## src/rtl/effective_address_specifier_decoder_assert.svh

```systemverilog
// Assertion macros shared by the decoder modules.
`ifndef EFFECTIVE_ADDRESS_SPECIFIER_DECODER_ASSERT_SVH
`define EFFECTIVE_ADDRESS_SPECIFIER_DECODER_ASSERT_SVH

// The consequent must hold in the same cycle as the antecedent.
`define EASD_ASSERT_SAME(lbl, clk, rst, ante, cons) \
   lbl: assert property (@(posedge clk) disable iff (rst) (ante) |-> (cons)) \
      else $error("assertion failed in %m");

// The consequent must hold in the cycle after the antecedent.
`define EASD_ASSERT_NEXT(lbl, clk, rst, ante, cons) \
   lbl: assert property (@(posedge clk) disable iff (rst) (ante) |=> (cons)) \
      else $error("assertion failed in %m");

`endif

```

## src/rtl/easd_pkg.sv

```systemverilog
package easd_pkg;

   typedef enum logic [3:0] {
      PH_IDLE,
      PH_EA,
      PH_SCALED,
      PH_IDX1,
      PH_IDX2,
      PH_PC1,
      PH_PC2,
      PH_DI,
      PH_GATHER
   } phase_type;

   localparam logic [3:0] MODE_REG       = 4'd0;
   localparam logic [3:0] MODE_IND       = 4'd1;
   localparam logic [3:0] MODE_DISP      = 4'd2;
   localparam logic [3:0] MODE_POSTINC   = 4'd3;
   localparam logic [3:0] MODE_PREDEC    = 4'd4;
   localparam logic [3:0] MODE_IMM       = 4'd5;
   localparam logic [3:0] MODE_ABS       = 4'd6;
   localparam logic [3:0] MODE_SCALED    = 4'd7;
   localparam logic [3:0] MODE_INDEXED   = 4'd8;
   localparam logic [3:0] MODE_PCREL     = 4'd9;
   localparam logic [3:0] MODE_PCREL_IDX = 4'd10;
   localparam logic [3:0] MODE_DOUBLE    = 4'd11;
   localparam logic [3:0] MODE_INVALID   = 4'd12;

   localparam logic [1:0] BANK_GENERAL = 2'd0;
   localparam logic [1:0] BANK_CONTROL = 2'd1;
   localparam logic [1:0] BANK_PAGE    = 2'd2;

   localparam logic [1:0] STATUS_OK           = 2'd0;
   localparam logic [1:0] STATUS_ILLEGAL_MODE = 2'd1;
   localparam logic [1:0] STATUS_ILLEGAL_OPND = 2'd2;

   localparam logic [1:0] SIZE_NONE = 2'd0;
   localparam logic [1:0] SIZE_BYTE = 2'd1;
   localparam logic [1:0] SIZE_WORD = 2'd2;
   localparam logic [1:0] SIZE_LONG = 2'd3;

   localparam logic [1:0] DEST_VALUE = 2'd0;
   localparam logic [1:0] DEST_INNER = 2'd1;
   localparam logic [1:0] DEST_OUTER = 2'd2;

   typedef struct packed {
      logic [3:0]         addr_mode;
      logic [3:0]         base_reg;
      logic [1:0]         reg_bank;
      logic [3:0]         index_reg;
      logic               index_long;
      logic [1:0]         scale_shift;
      logic [1:0]         field_size;
      logic signed [31:0] disp_inner;
      logic signed [31:0] disp_outer;
      logic [31:0]        value;
      logic               accumulator;
      logic [1:0]         status;
   } result_type;

   typedef struct packed {
      logic [3:0]  mode;
      logic [3:0]  base;
      logic [3:0]  idx;
      logic        idx_long;
      logic [1:0]  shift;
      logic [1:0]  fsize;
      logic        acc;
      logic [1:0]  dest;
      logic [1:0]  s2;
      logic [31:0] inner;
      logic [31:0] outer;
      logic [31:0] value;
   } fields_type;

   function automatic logic [31:0] sign_extend(input logic [31:0] v, input logic [1:0] sz);
      logic [31:0] r;
      case (sz)
         SIZE_BYTE: r = {{24{v[7]}}, v[7:0]};
         SIZE_WORD: r = {{16{v[15]}}, v[15:0]};
         default:   r = v;
      endcase
      return r;
   endfunction

endpackage

```

## src/rtl/easd_decode.sv

```systemverilog
`include "effective_address_specifier_decoder_assert.svh"

module easd_decode (
   input  logic                 clock,
   input  logic                 reset,
   input  logic                 accept,
   input  logic [7:0]           spec_byte,
   input  logic                 start_req,
   input  logic [2:0]           operand_kind,
   input  logic [31:0]          next_address,
   output logic                 emit,
   output easd_pkg::result_type result
);

   localparam logic [2:0] GRP_REG     = 3'd4;
   localparam logic [2:0] GRP_POSTINC = 3'd5;
   localparam logic [2:0] GRP_PREDEC  = 3'd6;

   localparam logic [3:0] EXT_CTRL_PREFIX = 4'h0;
   localparam logic [3:0] EXT_PAGE_PREFIX = 4'h4;
   localparam logic [3:0] EXT_INDEXED     = 4'hC;
   localparam logic [3:0] EXT_PCREL       = 4'hD;
   localparam logic [3:0] EXT_DOUBLE      = 4'hE;

   localparam logic [2:0] KIND_ANY      = 3'd0;
   localparam logic [2:0] KIND_MEMORY   = 3'd2;
   localparam logic [2:0] KIND_PERIPH   = 3'd3;
   localparam logic [2:0] KIND_BITFIELD = 3'd4;

   easd_pkg::phase_type  phase_ff, phase_in;
   logic [2:0]           bytes_left_ff, bytes_left_in;
   logic [1:0]           bank_ff, bank_in;
   logic [2:0]           kind_ff, kind_in;
   easd_pkg::fields_type work_ff, work_in;
   logic [31:0]          assembly_ff, assembly_in;
   logic [1:0]           error_ff, error_in;

   logic                 do_gather;
   logic                 do_finish;
   logic [1:0]           gather_size;
   logic [1:0]           gather_dest;
   logic [6:0]           code;
   logic [2:0]           grp;
   logic [31:0]          extended;
   easd_pkg::phase_type  phase_cur;

   always_comb begin
      phase_in      = phase_ff;
      bytes_left_in = bytes_left_ff;
      bank_in       = bank_ff;
      kind_in       = kind_ff;
      work_in       = work_ff;
      assembly_in   = assembly_ff;
      error_in      = error_ff;
      do_gather     = 1'b0;
      do_finish     = 1'b0;
      gather_size   = easd_pkg::SIZE_NONE;
      gather_dest   = easd_pkg::DEST_INNER;
      code          = spec_byte[6:0];
      grp           = spec_byte[6:4];
      extended      = '0;
      phase_cur     = phase_ff;
      emit          = 1'b0;

      if (start_req) begin
         work_in       = '0;
         bank_in       = easd_pkg::BANK_GENERAL;
         error_in      = easd_pkg::STATUS_OK;
         bytes_left_in = '0;
         assembly_in   = '0;
         kind_in       = operand_kind;
         phase_cur     = easd_pkg::PH_EA;
      end

      case (phase_cur)
         easd_pkg::PH_EA: begin
            if (spec_byte[7]) begin
               work_in.acc = 1'b1;
            end
            if (grp == GRP_REG) begin
               if (kind_in == KIND_MEMORY || kind_in == KIND_PERIPH) begin
                  if (error_in == easd_pkg::STATUS_OK) error_in = easd_pkg::STATUS_ILLEGAL_MODE;
               end
               work_in.mode = easd_pkg::MODE_REG;
               work_in.base = code[3:0];
               do_finish    = 1'b1;
            end else if (grp inside {[3'd0:3'd3]}) begin
               work_in.mode = (grp == 3'd0) ? easd_pkg::MODE_IND : easd_pkg::MODE_DISP;
               work_in.base = code[3:0];
               do_gather    = 1'b1;
               gather_size  = grp[1:0];
               gather_dest  = easd_pkg::DEST_INNER;
            end else if (grp == GRP_POSTINC || grp == GRP_PREDEC) begin
               if (kind_in == KIND_PERIPH || kind_in == KIND_BITFIELD) begin
                  if (error_in == easd_pkg::STATUS_OK) error_in = easd_pkg::STATUS_ILLEGAL_MODE;
               end
               work_in.mode = (grp == GRP_POSTINC) ? easd_pkg::MODE_POSTINC
                                                   : easd_pkg::MODE_PREDEC;
               work_in.base = code[3:0];
               do_finish    = 1'b1;
            end else if (code[3:0] == EXT_CTRL_PREFIX || code[3:0] == EXT_PAGE_PREFIX) begin
               if (bank_in != easd_pkg::BANK_GENERAL) begin
                  if (error_in == easd_pkg::STATUS_OK) error_in = easd_pkg::STATUS_ILLEGAL_MODE;
               end
               bank_in  = (code[3:0] == EXT_CTRL_PREFIX) ? easd_pkg::BANK_CONTROL
                                                         : easd_pkg::BANK_PAGE;
               phase_in = easd_pkg::PH_EA;
            end else if (code[3] == 1'b0) begin
               if (!code[2] && kind_in != KIND_ANY) begin
                  if (error_in == easd_pkg::STATUS_OK) error_in = easd_pkg::STATUS_ILLEGAL_MODE;
               end
               if (bank_in != easd_pkg::BANK_GENERAL) begin
                  if (error_in == easd_pkg::STATUS_OK) error_in = easd_pkg::STATUS_ILLEGAL_MODE;
               end
               work_in.mode = code[2] ? easd_pkg::MODE_ABS : easd_pkg::MODE_IMM;
               do_gather    = 1'b1;
               gather_size  = code[1:0];
               gather_dest  = easd_pkg::DEST_VALUE;
            end else if (code[2] == 1'b0) begin
               work_in.mode  = easd_pkg::MODE_SCALED;
               work_in.fsize = code[1:0];
               phase_in      = easd_pkg::PH_SCALED;
            end else if (code[3:0] == EXT_INDEXED) begin
               work_in.mode = easd_pkg::MODE_INDEXED;
               phase_in     = easd_pkg::PH_IDX1;
            end else if (code[3:0] == EXT_PCREL) begin
               if (bank_in != easd_pkg::BANK_GENERAL) begin
                  if (error_in == easd_pkg::STATUS_OK) error_in = easd_pkg::STATUS_ILLEGAL_MODE;
               end
               phase_in = easd_pkg::PH_PC1;
            end else if (code[3:0] == EXT_DOUBLE) begin
               work_in.mode = easd_pkg::MODE_DOUBLE;
               phase_in     = easd_pkg::PH_DI;
            end else begin
               if (error_in == easd_pkg::STATUS_OK) error_in = easd_pkg::STATUS_ILLEGAL_OPND;
               work_in.mode = easd_pkg::MODE_INVALID;
               do_finish    = 1'b1;
            end
         end
         easd_pkg::PH_SCALED, easd_pkg::PH_IDX2, easd_pkg::PH_PC2: begin
            if (spec_byte[7:6] != 2'b00) begin
               if (error_in == easd_pkg::STATUS_OK) error_in = easd_pkg::STATUS_ILLEGAL_MODE;
            end
            work_in.shift = spec_byte[5:4];
            work_in.idx   = spec_byte[3:0];
            if (phase_cur == easd_pkg::PH_SCALED) begin
               work_in.base = spec_byte[3:0];
            end
            do_gather   = 1'b1;
            gather_size = work_in.fsize;
            gather_dest = easd_pkg::DEST_INNER;
         end
         easd_pkg::PH_IDX1: begin
            if (spec_byte[7]) begin
               if (error_in == easd_pkg::STATUS_OK) error_in = easd_pkg::STATUS_ILLEGAL_MODE;
            end
            work_in.fsize    = spec_byte[5:4];
            work_in.base     = spec_byte[3:0];
            work_in.idx_long = spec_byte[6];
            phase_in         = easd_pkg::PH_IDX2;
         end
         easd_pkg::PH_PC1: begin
            work_in.fsize = spec_byte[5:4];
            if (spec_byte[7]) begin
               work_in.mode = easd_pkg::MODE_PCREL;
               if (spec_byte[6] || spec_byte[3:0] != 4'h0) begin
                  if (error_in == easd_pkg::STATUS_OK) error_in = easd_pkg::STATUS_ILLEGAL_MODE;
               end
               do_gather   = 1'b1;
               gather_size = spec_byte[5:4];
               gather_dest = easd_pkg::DEST_INNER;
            end else begin
               work_in.mode = easd_pkg::MODE_PCREL_IDX;
               if (spec_byte[3:0] != 4'h0) begin
                  if (error_in == easd_pkg::STATUS_OK) error_in = easd_pkg::STATUS_ILLEGAL_MODE;
               end
               work_in.idx_long = spec_byte[6];
               phase_in         = easd_pkg::PH_PC2;
            end
         end
         easd_pkg::PH_DI: begin
            work_in.s2    = spec_byte[7:6];
            work_in.base  = spec_byte[3:0];
            work_in.fsize = spec_byte[5:4];
            if (!spec_byte[4] || !spec_byte[6]) begin
               if (error_in == easd_pkg::STATUS_OK) error_in = easd_pkg::STATUS_ILLEGAL_MODE;
            end
            do_gather   = 1'b1;
            gather_size = spec_byte[5:4];
            gather_dest = easd_pkg::DEST_INNER;
         end
         easd_pkg::PH_GATHER: begin
            assembly_in = {assembly_ff[23:0], spec_byte};
            if (bytes_left_ff != 3'd0) begin
               bytes_left_in = bytes_left_ff - 3'd1;
            end
            if (bytes_left_in == 3'd0) begin
               if (work_in.dest == easd_pkg::DEST_OUTER) begin
                  work_in.outer = easd_pkg::sign_extend(assembly_in, work_in.s2);
                  do_finish     = 1'b1;
               end else begin
                  extended = easd_pkg::sign_extend(assembly_in, work_in.fsize);
                  if (work_in.dest == easd_pkg::DEST_VALUE) begin
                     work_in.value = extended;
                     do_finish     = 1'b1;
                  end else begin
                     work_in.inner = extended;
                     if (work_in.mode == easd_pkg::MODE_DOUBLE) begin
                        do_gather   = 1'b1;
                        gather_size = work_in.s2;
                        gather_dest = easd_pkg::DEST_OUTER;
                     end else begin
                        do_finish = 1'b1;
                     end
                  end
               end
            end
         end
         default: begin
         end
      endcase

      if (do_gather) begin
         if (gather_size == easd_pkg::SIZE_NONE && gather_dest == easd_pkg::DEST_INNER &&
             work_in.mode == easd_pkg::MODE_DOUBLE) begin
            gather_size = work_in.s2;
            gather_dest = easd_pkg::DEST_OUTER;
         end
         if (gather_size == easd_pkg::SIZE_NONE) begin
            do_finish = 1'b1;
         end else begin
            work_in.dest = gather_dest;
            if (gather_dest == easd_pkg::DEST_OUTER) begin
               work_in.s2 = gather_size;
            end else begin
               work_in.fsize = gather_size;
            end
            case (gather_size)
               easd_pkg::SIZE_BYTE: bytes_left_in = 3'd1;
               easd_pkg::SIZE_WORD: bytes_left_in = 3'd2;
               default:             bytes_left_in = 3'd4;
            endcase
            assembly_in = '0;
            phase_in    = easd_pkg::PH_GATHER;
         end
      end

      if (do_finish) begin
         if (work_in.mode == easd_pkg::MODE_PCREL || work_in.mode == easd_pkg::MODE_PCREL_IDX) begin
            work_in.value = next_address + work_in.inner;
         end
         emit          = accept;
         phase_in      = easd_pkg::PH_IDLE;
         bytes_left_in = '0;
      end
   end

   always_comb begin
      result.addr_mode   = work_in.mode;
      result.base_reg    = work_in.base;
      result.reg_bank    = bank_in;
      result.index_reg   = work_in.idx;
      result.index_long  = work_in.idx_long;
      result.scale_shift = work_in.shift;
      result.field_size  = work_in.fsize;
      result.disp_inner  = work_in.inner;
      result.disp_outer  = work_in.outer;
      result.value       = work_in.value;
      result.accumulator = work_in.acc;
      result.status      = error_in;
   end

   always_ff @(posedge clock) begin
      if (reset) begin
         phase_ff      <= easd_pkg::PH_IDLE;
         bytes_left_ff <= '0;
         bank_ff       <= easd_pkg::BANK_GENERAL;
         kind_ff       <= '0;
         work_ff       <= '0;
         assembly_ff   <= '0;
         error_ff      <= easd_pkg::STATUS_OK;
      end else if (accept) begin
         phase_ff      <= phase_in;
         bytes_left_ff <= bytes_left_in;
         bank_ff       <= bank_in;
         kind_ff       <= kind_in;
         work_ff       <= work_in;
         assembly_ff   <= assembly_in;
         error_ff      <= error_in;
      end
   end

   `EASD_ASSERT_SAME(a_count_only_gathering, clock, reset, bytes_left_ff != 3'd0, phase_ff == easd_pkg::PH_GATHER)
   `EASD_ASSERT_SAME(a_invalid_flagged, clock, reset, emit && result.addr_mode == easd_pkg::MODE_INVALID, result.status != easd_pkg::STATUS_OK)
   `EASD_ASSERT_NEXT(a_emit_returns_idle, clock, reset, emit, phase_ff == easd_pkg::PH_IDLE && bytes_left_ff == 3'd0)

endmodule

```

## src/rtl/easd_outbuf.sv

```systemverilog
`include "effective_address_specifier_decoder_assert.svh"

module easd_outbuf (
   input  logic                 clock,
   input  logic                 reset,
   input  logic                 push,
   input  easd_pkg::result_type push_word,
   output logic                 ready,
   output logic                 out_valid,
   input  logic                 out_stall,
   output easd_pkg::result_type out_word
);

   logic                 main_valid_ff, main_valid_in;
   logic                 skid_valid_ff, skid_valid_in;
   easd_pkg::result_type main_word_ff, main_word_in;
   easd_pkg::result_type skid_word_ff, skid_word_in;
   logic                 pop;

   assign pop       = main_valid_ff && !out_stall;
   assign ready     = !skid_valid_ff;
   assign out_valid = main_valid_ff;
   assign out_word  = main_word_ff;

   always_comb begin
      main_valid_in = main_valid_ff;
      skid_valid_in = skid_valid_ff;
      main_word_in  = main_word_ff;
      skid_word_in  = skid_word_ff;
      if (skid_valid_ff) begin
         if (pop) begin
            main_word_in  = skid_word_ff;
            skid_valid_in = 1'b0;
         end
      end else if (push) begin
         if (!main_valid_ff || pop) begin
            main_word_in  = push_word;
            main_valid_in = 1'b1;
         end else begin
            skid_word_in  = push_word;
            skid_valid_in = 1'b1;
         end
      end else if (pop) begin
         main_valid_in = 1'b0;
      end
   end

   always_ff @(posedge clock) begin
      if (reset) begin
         main_valid_ff <= 1'b0;
         skid_valid_ff <= 1'b0;
      end else begin
         main_valid_ff <= main_valid_in;
         skid_valid_ff <= skid_valid_in;
      end
      main_word_ff <= main_word_in;
      skid_word_ff <= skid_word_in;
   end

   `EASD_ASSERT_SAME(a_skid_behind_main, clock, reset, skid_valid_ff, main_valid_ff)
   `EASD_ASSERT_NEXT(a_skid_drains, clock, reset, skid_valid_ff && !out_stall, main_valid_ff && !skid_valid_ff)
   `EASD_ASSERT_NEXT(a_skid_catches, clock, reset, push && main_valid_ff && out_stall && !skid_valid_ff, skid_valid_ff)

endmodule

```

## src/rtl/effective_address_specifier_decoder.sv

```systemverilog
// Decodes an effective-address specifier arriving one byte per word on the req channel, a
// new specifier marked by req_start_req, and returns one rsp word per completed specifier
// with the decoded fields, the PC-relative target and a status. The phase and gathering
// registers update on each accepted byte, and a result is registered before it appears on
// rsp. An output register plus a one-word skid stage sit before rsp, so req_stall rises
// only when both hold words that rsp has not yet taken.
module effective_address_specifier_decoder (
   input  logic               clock,
   input  logic               reset,
   input  logic               req_valid,
   output logic               req_stall,
   input  logic [7:0]         req_spec_byte,
   input  logic               req_start_req,
   input  logic [2:0]         req_operand_kind,
   input  logic [31:0]        req_next_address,
   output logic               rsp_valid,
   input  logic               rsp_stall,
   output logic [3:0]         rsp_addr_mode,
   output logic [3:0]         rsp_base_reg,
   output logic [1:0]         rsp_reg_bank,
   output logic [3:0]         rsp_index_reg,
   output logic               rsp_index_long,
   output logic [1:0]         rsp_scale_shift,
   output logic [1:0]         rsp_field_size,
   output logic signed [31:0] rsp_disp_inner,
   output logic signed [31:0] rsp_disp_outer,
   output logic [31:0]        rsp_value,
   output logic               rsp_accumulator,
   output logic [1:0]         rsp_status
);

   logic                 accept;
   logic                 ready;
   logic                 emit;
   easd_pkg::result_type result;
   easd_pkg::result_type out_word;

   assign req_stall = !ready;
   assign accept    = req_valid && ready;

   easd_decode u_decode (
      .clock        (clock),
      .reset        (reset),
      .accept       (accept),
      .spec_byte    (req_spec_byte),
      .start_req    (req_start_req),
      .operand_kind (req_operand_kind),
      .next_address (req_next_address),
      .emit         (emit),
      .result       (result)
   );

   easd_outbuf u_outbuf (
      .clock     (clock),
      .reset     (reset),
      .push      (emit),
      .push_word (result),
      .ready     (ready),
      .out_valid (rsp_valid),
      .out_stall (rsp_stall),
      .out_word  (out_word)
   );

   assign rsp_addr_mode   = out_word.addr_mode;
   assign rsp_base_reg    = out_word.base_reg;
   assign rsp_reg_bank    = out_word.reg_bank;
   assign rsp_index_reg   = out_word.index_reg;
   assign rsp_index_long  = out_word.index_long;
   assign rsp_scale_shift = out_word.scale_shift;
   assign rsp_field_size  = out_word.field_size;
   assign rsp_disp_inner  = out_word.disp_inner;
   assign rsp_disp_outer  = out_word.disp_outer;
   assign rsp_value       = out_word.value;
   assign rsp_accumulator = out_word.accumulator;
   assign rsp_status      = out_word.status;

endmodule

```

## config.mk

```make
export PLATFORM = sky130hd
export DESIGN_NAME = effective_address_specifier_decoder
export DESIGN_NICKNAME = d
export VERILOG_FILES = /design/src/rtl/easd_pkg.sv /design/src/rtl/easd_decode.sv /design/src/rtl/easd_outbuf.sv /design/src/rtl/effective_address_specifier_decoder.sv
export VERILOG_INCLUDE_DIRS = /design/src /design/src/rtl
export SDC_FILE = /design/constraint.sdc
export NUM_CORES = 1
export LEC_CHECK = 0
export BUFFER_PORTS_ARGS = -buffer_cell sky130_fd_sc_hd__buf_4
export CORE_ASPECT_RATIO = 1.1
export CORE_MARGIN = 2
export CORE_UTILIZATION = 54
export CTS_CLUSTER_SIZE = 20
export DETAILED_ROUTE_END_ITERATION = 7
export GPL_TIMING_DRIVEN = 0
export PLACE_DENSITY = 0.76
export SLEW_MARGIN = 20
export SYNTH_ARGS = -nofsm -noshare
export SYNTH_HDL_FRONTEND = slang
export SYNTH_SLANG_ARGS = --single-unit
```

## constraint.sdc

```tcl
create_clock -name clock -period 13.3 [get_ports clock]
set_clock_uncertainty 0.15 [all_clocks]
set_input_delay 0.665 -clock clock [delete_from_list [all_inputs] [get_ports clock]]
set_output_delay 0.665 -clock clock [all_outputs]
set_load 0.01 [all_outputs]
```

==> results of run 1 <==
[cells in the mapped netlist (8+ instances only)]
cell type | instances | area share (%)
dfxtp_1 | 158 | 16
buf_1 | 13 | 0.25
nor3_1 | 106 | 2.7
edfxtp_1 | 236 | 36
nor2_1 | 285 | 5.5
a31oi_1 | 25 | 0.80
and3_1 | 15 | 0.48
a21oi_1 | 101 | 2.6
buf_2 | 16 | 0.41
xor2_1 | 11 | 0.50
o21a_1 | 18 | 0.70
nand2_1 | 98 | 1.9
a21o_1 | 18 | 0.70
ha_1 | 40 | 2.6
nand3_1 | 125 | 3.2
a211oi_1 | 13 | 0.50
and2_1 | 9 | 0.29
nand2b_1 | 12 | 0.39
xnor2_1 | 15 | 0.68
mux2_2 | 108 | 6.3
nor2b_1 | 16 | 0.51
a22oi_1 | 31 | 1.2
inv_1 | 51 | 0.98
o211ai_1 | 10 | 0.39
mux2i_1 | 8 | 0.41
clkbuf_1 | 100 | 1.9
o21ai_0 | 166 | 4.3
[flip-flops by register name (all words and copies together), names as in the netlist]
name                    flops
u_outbuf.skid_word_ff     118
u_decode.error_ff           2
u_decode.kind_ff            3
u_outbuf.out_valid          1
u_outbuf.skid_valid_ff      1
u_outbuf.out_word         118
u_decode.bank_ff            2
u_decode.phase_ff           4
u_decode.assembly_ff       24
u_decode.work_ff          118
u_decode.bytes_left_ff      3
[cells by family after synthesis]
family	count (synthesis)	synth area share (%)
AOI/OAI and AO/OA	473	15.6
xor gates and xnor gates	27	1.26
buffers and inverters	191	4.05
DFF	394	52.7
muxes	118	6.82
adders and majority gates	41	2.68
and+or+nand+nor	713	16.8
[power breakdown]
group | total [W] | switching [W] | internal, W
Combinational | 0.000352 | 0.000223 | 0.000128
Clock | 0.00122 | 0.000504 | 0.000713
Sequential | 0.00136 | 0.0000193 | 0.00134
[worst min-delay path, stage by stage]
cell	delay, ns
buf_4	0.13
nand3_1	0.07
a21oi_1	0.05
[per-layer routing]
metal / track usage [%] / vias to the layer above / part of all wire [%]
met5: 0 / - / 0.037
met1: 42.7 / 8135 / 40
met3: 5.99 / 167 / 8.5
met4: 14.5 / 4 / 4.6
met2: 53.8 / 870 / 47
li1: - / 7588 / -
[worst paths after layout]
| path | to | startpoint | depth (start not counted) |
|---|---|---|---|
| max reg2reg | u_outbuf.out_word[29] | u_decode.bytes_left_ff[0] | 19 |
| min | u_decode.kind_ff[2] | req_operand_kind[2] | 3 |
| max | u_outbuf.out_word[29] | u_decode.bytes_left_ff[0] | 19 |
| min reg2reg | u_decode.work_ff[117] | u_decode.work_ff[117] | 2 |
[metrics by stage]
| stage | cells | power (W) | setup TNS [ns] |
|---|---|---|---|
| after floorplan | 1957 | 0.00160 | 0 |
| after CTS | 2691 | 0.00294 | 0 |
| after detailed placement | 2613 | 0.00173 | 0 |
| after global routing | 2691 | 0.00302 | 0 |
| after global placement | 2603 | 0.00173 | -407.39 |
| final | 2691 | 0.00293 | 0 |
[cell type report]
class	count	area, sq um
fillers	2858	12300
flip-flops and latches	394	10200
multi-input cells	1372	8430
repair buffers	175	1490
clock buffers	53	1140
well taps	481	602
plain buffers	136	582
clock inverters	25	287
inverters	55	206
==> impl_metrics.tcl, run 1 <==
set metrics [dict create \
    drt_iter0_markers 1709 \
    clock_sinks 394 \
    avgSynthCellArea_sq_um 9.93 \
    worst_pin_slew_ns 1.04 \
    postCtsSetupBuffers 0 \
    final_util_pct 65.1 \
    critPathLaunchType "flop" \
    worst_slew_margin_rel_pct 28.7 \
    rows 72 \
    hold-worst-slack_ns 0.265 \
    hold_viol 0 \
    worst-r2r-setup-slack_ns 6.57 \
    synthFlopType "edfxtp_1" \
    drtAntennaViolNets 0 \
    hold_path.class "in -> reg" \
    maxCapViolCount 0 \
    cts_made_buffers 42 \
    yosysSeqAreaShare_pct 52.7 \
    via_count 16764 \
    fin_crit_sh_pct 50.6 \
    ios 168 \
    antenna_found_initial 2 \
    setup_violations 0 \
    port-buffer-count 165 \
    via_per_inst 6.23 \
    drive_gt1_share_pct 18.8 \
    synthCells 1957 \
    cts.path.max_buffers 3 \
    ys_warn_count 0 \
    clk_pin_slew_ns 0.06 \
    syn2layout_area_growth_pct 18.3 \
    grt_pass1_vias 16088 \
    crit_chain "inv_1 > ha_1 > nor2b_1 > a221oi_1 > nand3b_1 > clkbuf_1 > nand3_1 > o21ai_0 > ha_1 > inv_1 > fa_1 > nor2b_1 > o2111ai_1 > a2111oi_0 > nor3_1 > nor2_1 > nor2_1 > o311a_1 > a221oi_1" \
    ctsHoldBuffers 0 \
    tritoncts "yes" \
    status "finished, final reports clean" \
    critPathKind "reg -> reg" \
    drt_wl_total_um 62100 \
    ctsResizeCount 0 \
    grt_usage_pct 32.9 \
    placed_area_sq_um 21600 \
    min_period_ns 6.73 \
    initial_core_util_pct 55.0 \
    clock_latency_ns 0.56 \
    final_common_cell "nor2_1" \
    critical_path.top_delay_family "compound AO/OA/AOI/OAI gates" \
    drt-wirelength-per-cell_um 23.1 \
    ir_drop_mv 0.105 \
    netlist_area_sq_um 19400 \
    htreeDepth 2 \
    fin_nets 2265 \
    grt_max_degree 27 \
    firstDrtPassIters 6 \
    critPathSlowestCell "a2111oi_0" \
    ys_types 88 \
    gp_congestion 1.03 \
    synth_fp_nets 2046 \
    die_area_sq_um 37500 \
    coreArea_sq_um 35300 \
    stdcell_area_sq_um 23000 \
    drv_slew 0 \
    ys_ff_latch 394 \
    cp.required_ns 13.47 \
    power.density_nw_per_um2 128 \
    rsz0062_at_grt "no" \
    final_cell_mix "nor2_1 (284), edfxtp_1 (236), buf_4 (168), o21ai_0 (166), dfxtp_1 (158)" \
    critPathBufInv 3 \
    synth_edf_count 236 \
    grt_pass1_wl_um 94200 \
    cp-end-kind "flop" \
    async_flop_share_pct 0 \
    fmax_ghz 0.149 \
    antenna_cells 0 \
    die_y_um 203 \
    root_buffer "clkbuf_16" \
    drc 0 \
    leakage_nw 8.81 \
    setup_ws_ns 6.57 \
    cp_max_fo 10 \
    post-place-ws_ns 6.38 \
    critical_path_arrival_ns 6.90 \
    dpl.hpwl_um 45400 \
    die_w_um 185 \
    cpPeakStageDelay_ns 0.97 \
    grt_overflow 0 \
]
No activity file was read; power rests on OpenSTA's default activity.
==> inputs of run 2 (changes only) <==
- CORE_UTILIZATION: 54 -> 60
- PLACE_DENSITY: 0.76 -> 0.8
- clock period: 13.3 -> 6.8 ns (I/O delays scaled with it)
==> run 2 against run 1 <==
  * Combinational power grew 96%
  * Power grew 93%
  * Count of clock-buffer cells in the layout is 1 lower
  * Non-clock buffer count grew 4
==> impl_metrics.tcl, run 2 (same netlist as run 1, synthesis figures left out) <==
set metrics [dict create \
    status "finished, final reports clean" \
    grt_pass1_vias 16365 \
    hold_viol 0 \
    cpPeakStageDelay_ns 0.63 \
    worst_slew_margin_rel_pct 22.7 \
    leakage_nw 8.78 \
    final_cell_mix "nor2_1 (284), edfxtp_1 (236), buf_4 (168), o21ai_0 (166), dfxtp_1 (158)" \
    share_comb_of_total_power_pct 12.2 \
    power.density_nw_per_um2 247 \
    fin_nets 2266 \
    fmax_ghz 0.159 \
    dpl.hpwl_um 43600 \
    syn2layout_area_growth_pct 17.9 \
    root_buffer "clkbuf_16" \
    drt_wl_total_um 60700 \
    gp_congestion 0.972 \
    seqCellArea_sq_um 10200 \
    crit_chain "inv_1 > ha_1 > nor2b_1 > a221oi_1 > nand3b_1 > clkbuf_1 > nand3_1 > o21ai_0 > ha_1 > inv_1 > fa_1 > nor2b_1 > o2111ai_1 > a2111oi_2 > nor2_1 > a21oi_1 > nor4_1 > nor3_1 > a221oi_1" \
    via_per_inst 6.44 \
    initial_core_util_pct 60.5 \
    clock_latency_ns 0.58 \
    drt_iter0_markers 1786 \
    maxCapViolCount 0 \
    hold-worst-slack_ns 0.0748 \
    ir_drop_mv 0.247 \
    drv_slew 0 \
    die_area_sq_um 33900 \
    critPathLaunchType "flop" \
    cts.path.max_buffers 3 \
    critical_path.top_delay_family "compound AO/OA/AOI/OAI gates" \
    final_common_cell "nor2_1" \
    drc 0 \
    antenna_cells 0 \
    fin_crit_sh_pct 92.4 \
    clkPwrFrac_pct 40.6 \
    htreeDepth 2 \
    setup_violations 0 \
    grt_usage_pct 35.5 \
    firstDrtPassIters 6 \
    p_seq_share_pct 47.2 \
    critPathKind "reg -> reg" \
    setup_ws_ns 0.516 \
    rows 69 \
    ios 168 \
    port-buffer-count 165 \
    p_switching_w 0.00144 \
    grt_overflow 0 \
    critical_path_arrival_ns 6.37 \
    cp.required_ns 6.89 \
    drt-wirelength-per-cell_um 23.0 \
    cts_made_buffers 39 \
    place_inst 2558 \
    intPower_w 0.00420 \
    drtAntennaViolNets 0 \
    fill_cells 2376 \
    via_count 16970 \
    final_cells 2634 \
    antenna_found_initial 0 \
    post-place-ws_ns 0.446 \
    tritoncts "yes" \
    die_y_um 193 \
    clock_sinks 394 \
    cp_max_fo 10 \
    coreArea_sq_um 32100 \
    tns_ns 0 \
    swShare_pct 25.6 \
    grt_max_degree 31 \
    multiInputGateArea_sq_um 8430 \
    critPathSlowestCell "a2111oi_2" \
    clk_pin_slew_ns 0.08 \
    hold_path.class "in -> reg" \
    worst_pin_slew_ns 1.16 \
    min_period_ns 6.28 \
    drive_gt1_share_pct 18.5 \
    cp-end-kind "flop" \
    rsz0062_at_grt "no" \
    grt_pass1_wl_um 92400 \
    critPathBufInv 3 \
    die_w_um 176 \
]
==> run 2: cell types whose count changed in the layout (fill, tap and decap cells not counted), moves of 2 or more <==
cell,change
inv_6,-2
dlygate4sd3_1,+4
clkinv_2,-3
clkinvlp_4,+2
==> run 2: path summary, 6_finish.rpt <==
path	startpoint	end	slack, ns	cells after the start
setup reg to reg	u_decode.bytes_left_ff[0]	u_outbuf.out_word[25]	0.52	19
setup / recovery	u_decode.bytes_left_ff[0]	u_outbuf.out_word[25]	0.52	19
hold / removal	req_spec_byte[5]	u_decode.phase_ff[0]	0.07	5
hold reg to reg	u_decode.work_ff[117]	u_decode.work_ff[117]	0.31	2
==> run 2: stage by stage <==
| stage | power (W) | instance area [sq um] | utilization [%] |
|---|---|---|---|
| 2_1_floorplan | 0.00311 | 19500 | - |
| 3_3_place_gp | 0.00335 | 21200 | 66.1 |
| 3_5_place_dp | 0.00338 | 21500 | 66.9 |
| 4_1_cts | 0.00564 | 22900 | 71.3 |
| 5_1_grt | 0.00580 | 22900 | 71.3 |
| 6_report | 0.00565 | 22900 | 71.3 |
==> run 2: what timing repair did <==
| action | in CTS | in global routing |
|---|---|---|
| buffers inserted | 0 | 0 |
| hold endpoints to repair | 5 | 0 |
| setup endpoints to repair | 0 | 2 |
| hold buffers | 4 | 0 |
| resized for setup | 0 | 1 |
==> run 2: cell type report <==
| type | instances | area share (%) |
|---|---|---|
| flip-flops and latches | 394 | 44.7 |
| multi-input cells | 1372 | 36.8 |
| repair buffers | 179 | 6.72 |
| clock buffers | 52 | 4.88 |
| plain buffers | 136 | 2.53 |
| well taps | 426 | 2.33 |
| clock inverters | 20 | 1.09 |
| inverters | 55 | 0.901 |
==> run 2: power groups by stage <==
| stage | clock (W) | combinational, W | sequential, W |
|---|---|---|---|
| final | 0.00229 | 0.000690 | 0.00267 |
| after global routing | 0.00239 | 0.000739 | 0.00267 |
| after CTS | 0.00231 | 0.000674 | 0.00266 |
| after detailed placement | 0 | 0.000665 | 0.00272 |
| after global placement | 0 | 0.000632 | 0.00272 |
| after floorplan | 0 | 0.000380 | 0.00273 |
==> run 2: worst reg2reg max path, delay by kind of cell, from the launching register on <==
kind / cells / cell delay (ns)
DFF: 1 / 0.45
AOI/OAI and AO/OA: 6 / 2.06
and+or+nand+nor: 7 / 1.67
buffers and inverters: 3 / 0.59
adders and majority gates: 3 / 1.05
==> run 2: metal layers <==
layer / vias up / routed length, um / global-route usage (%)
met3: 230 / 5480 / 6.95
met1: 8161 / 22900 / 43.6
met4: 0 / 3400 / 19.0
met5: - / 0 / 0
li1: 7559 / - / -
met2: 1020 / 28800 / 59.4
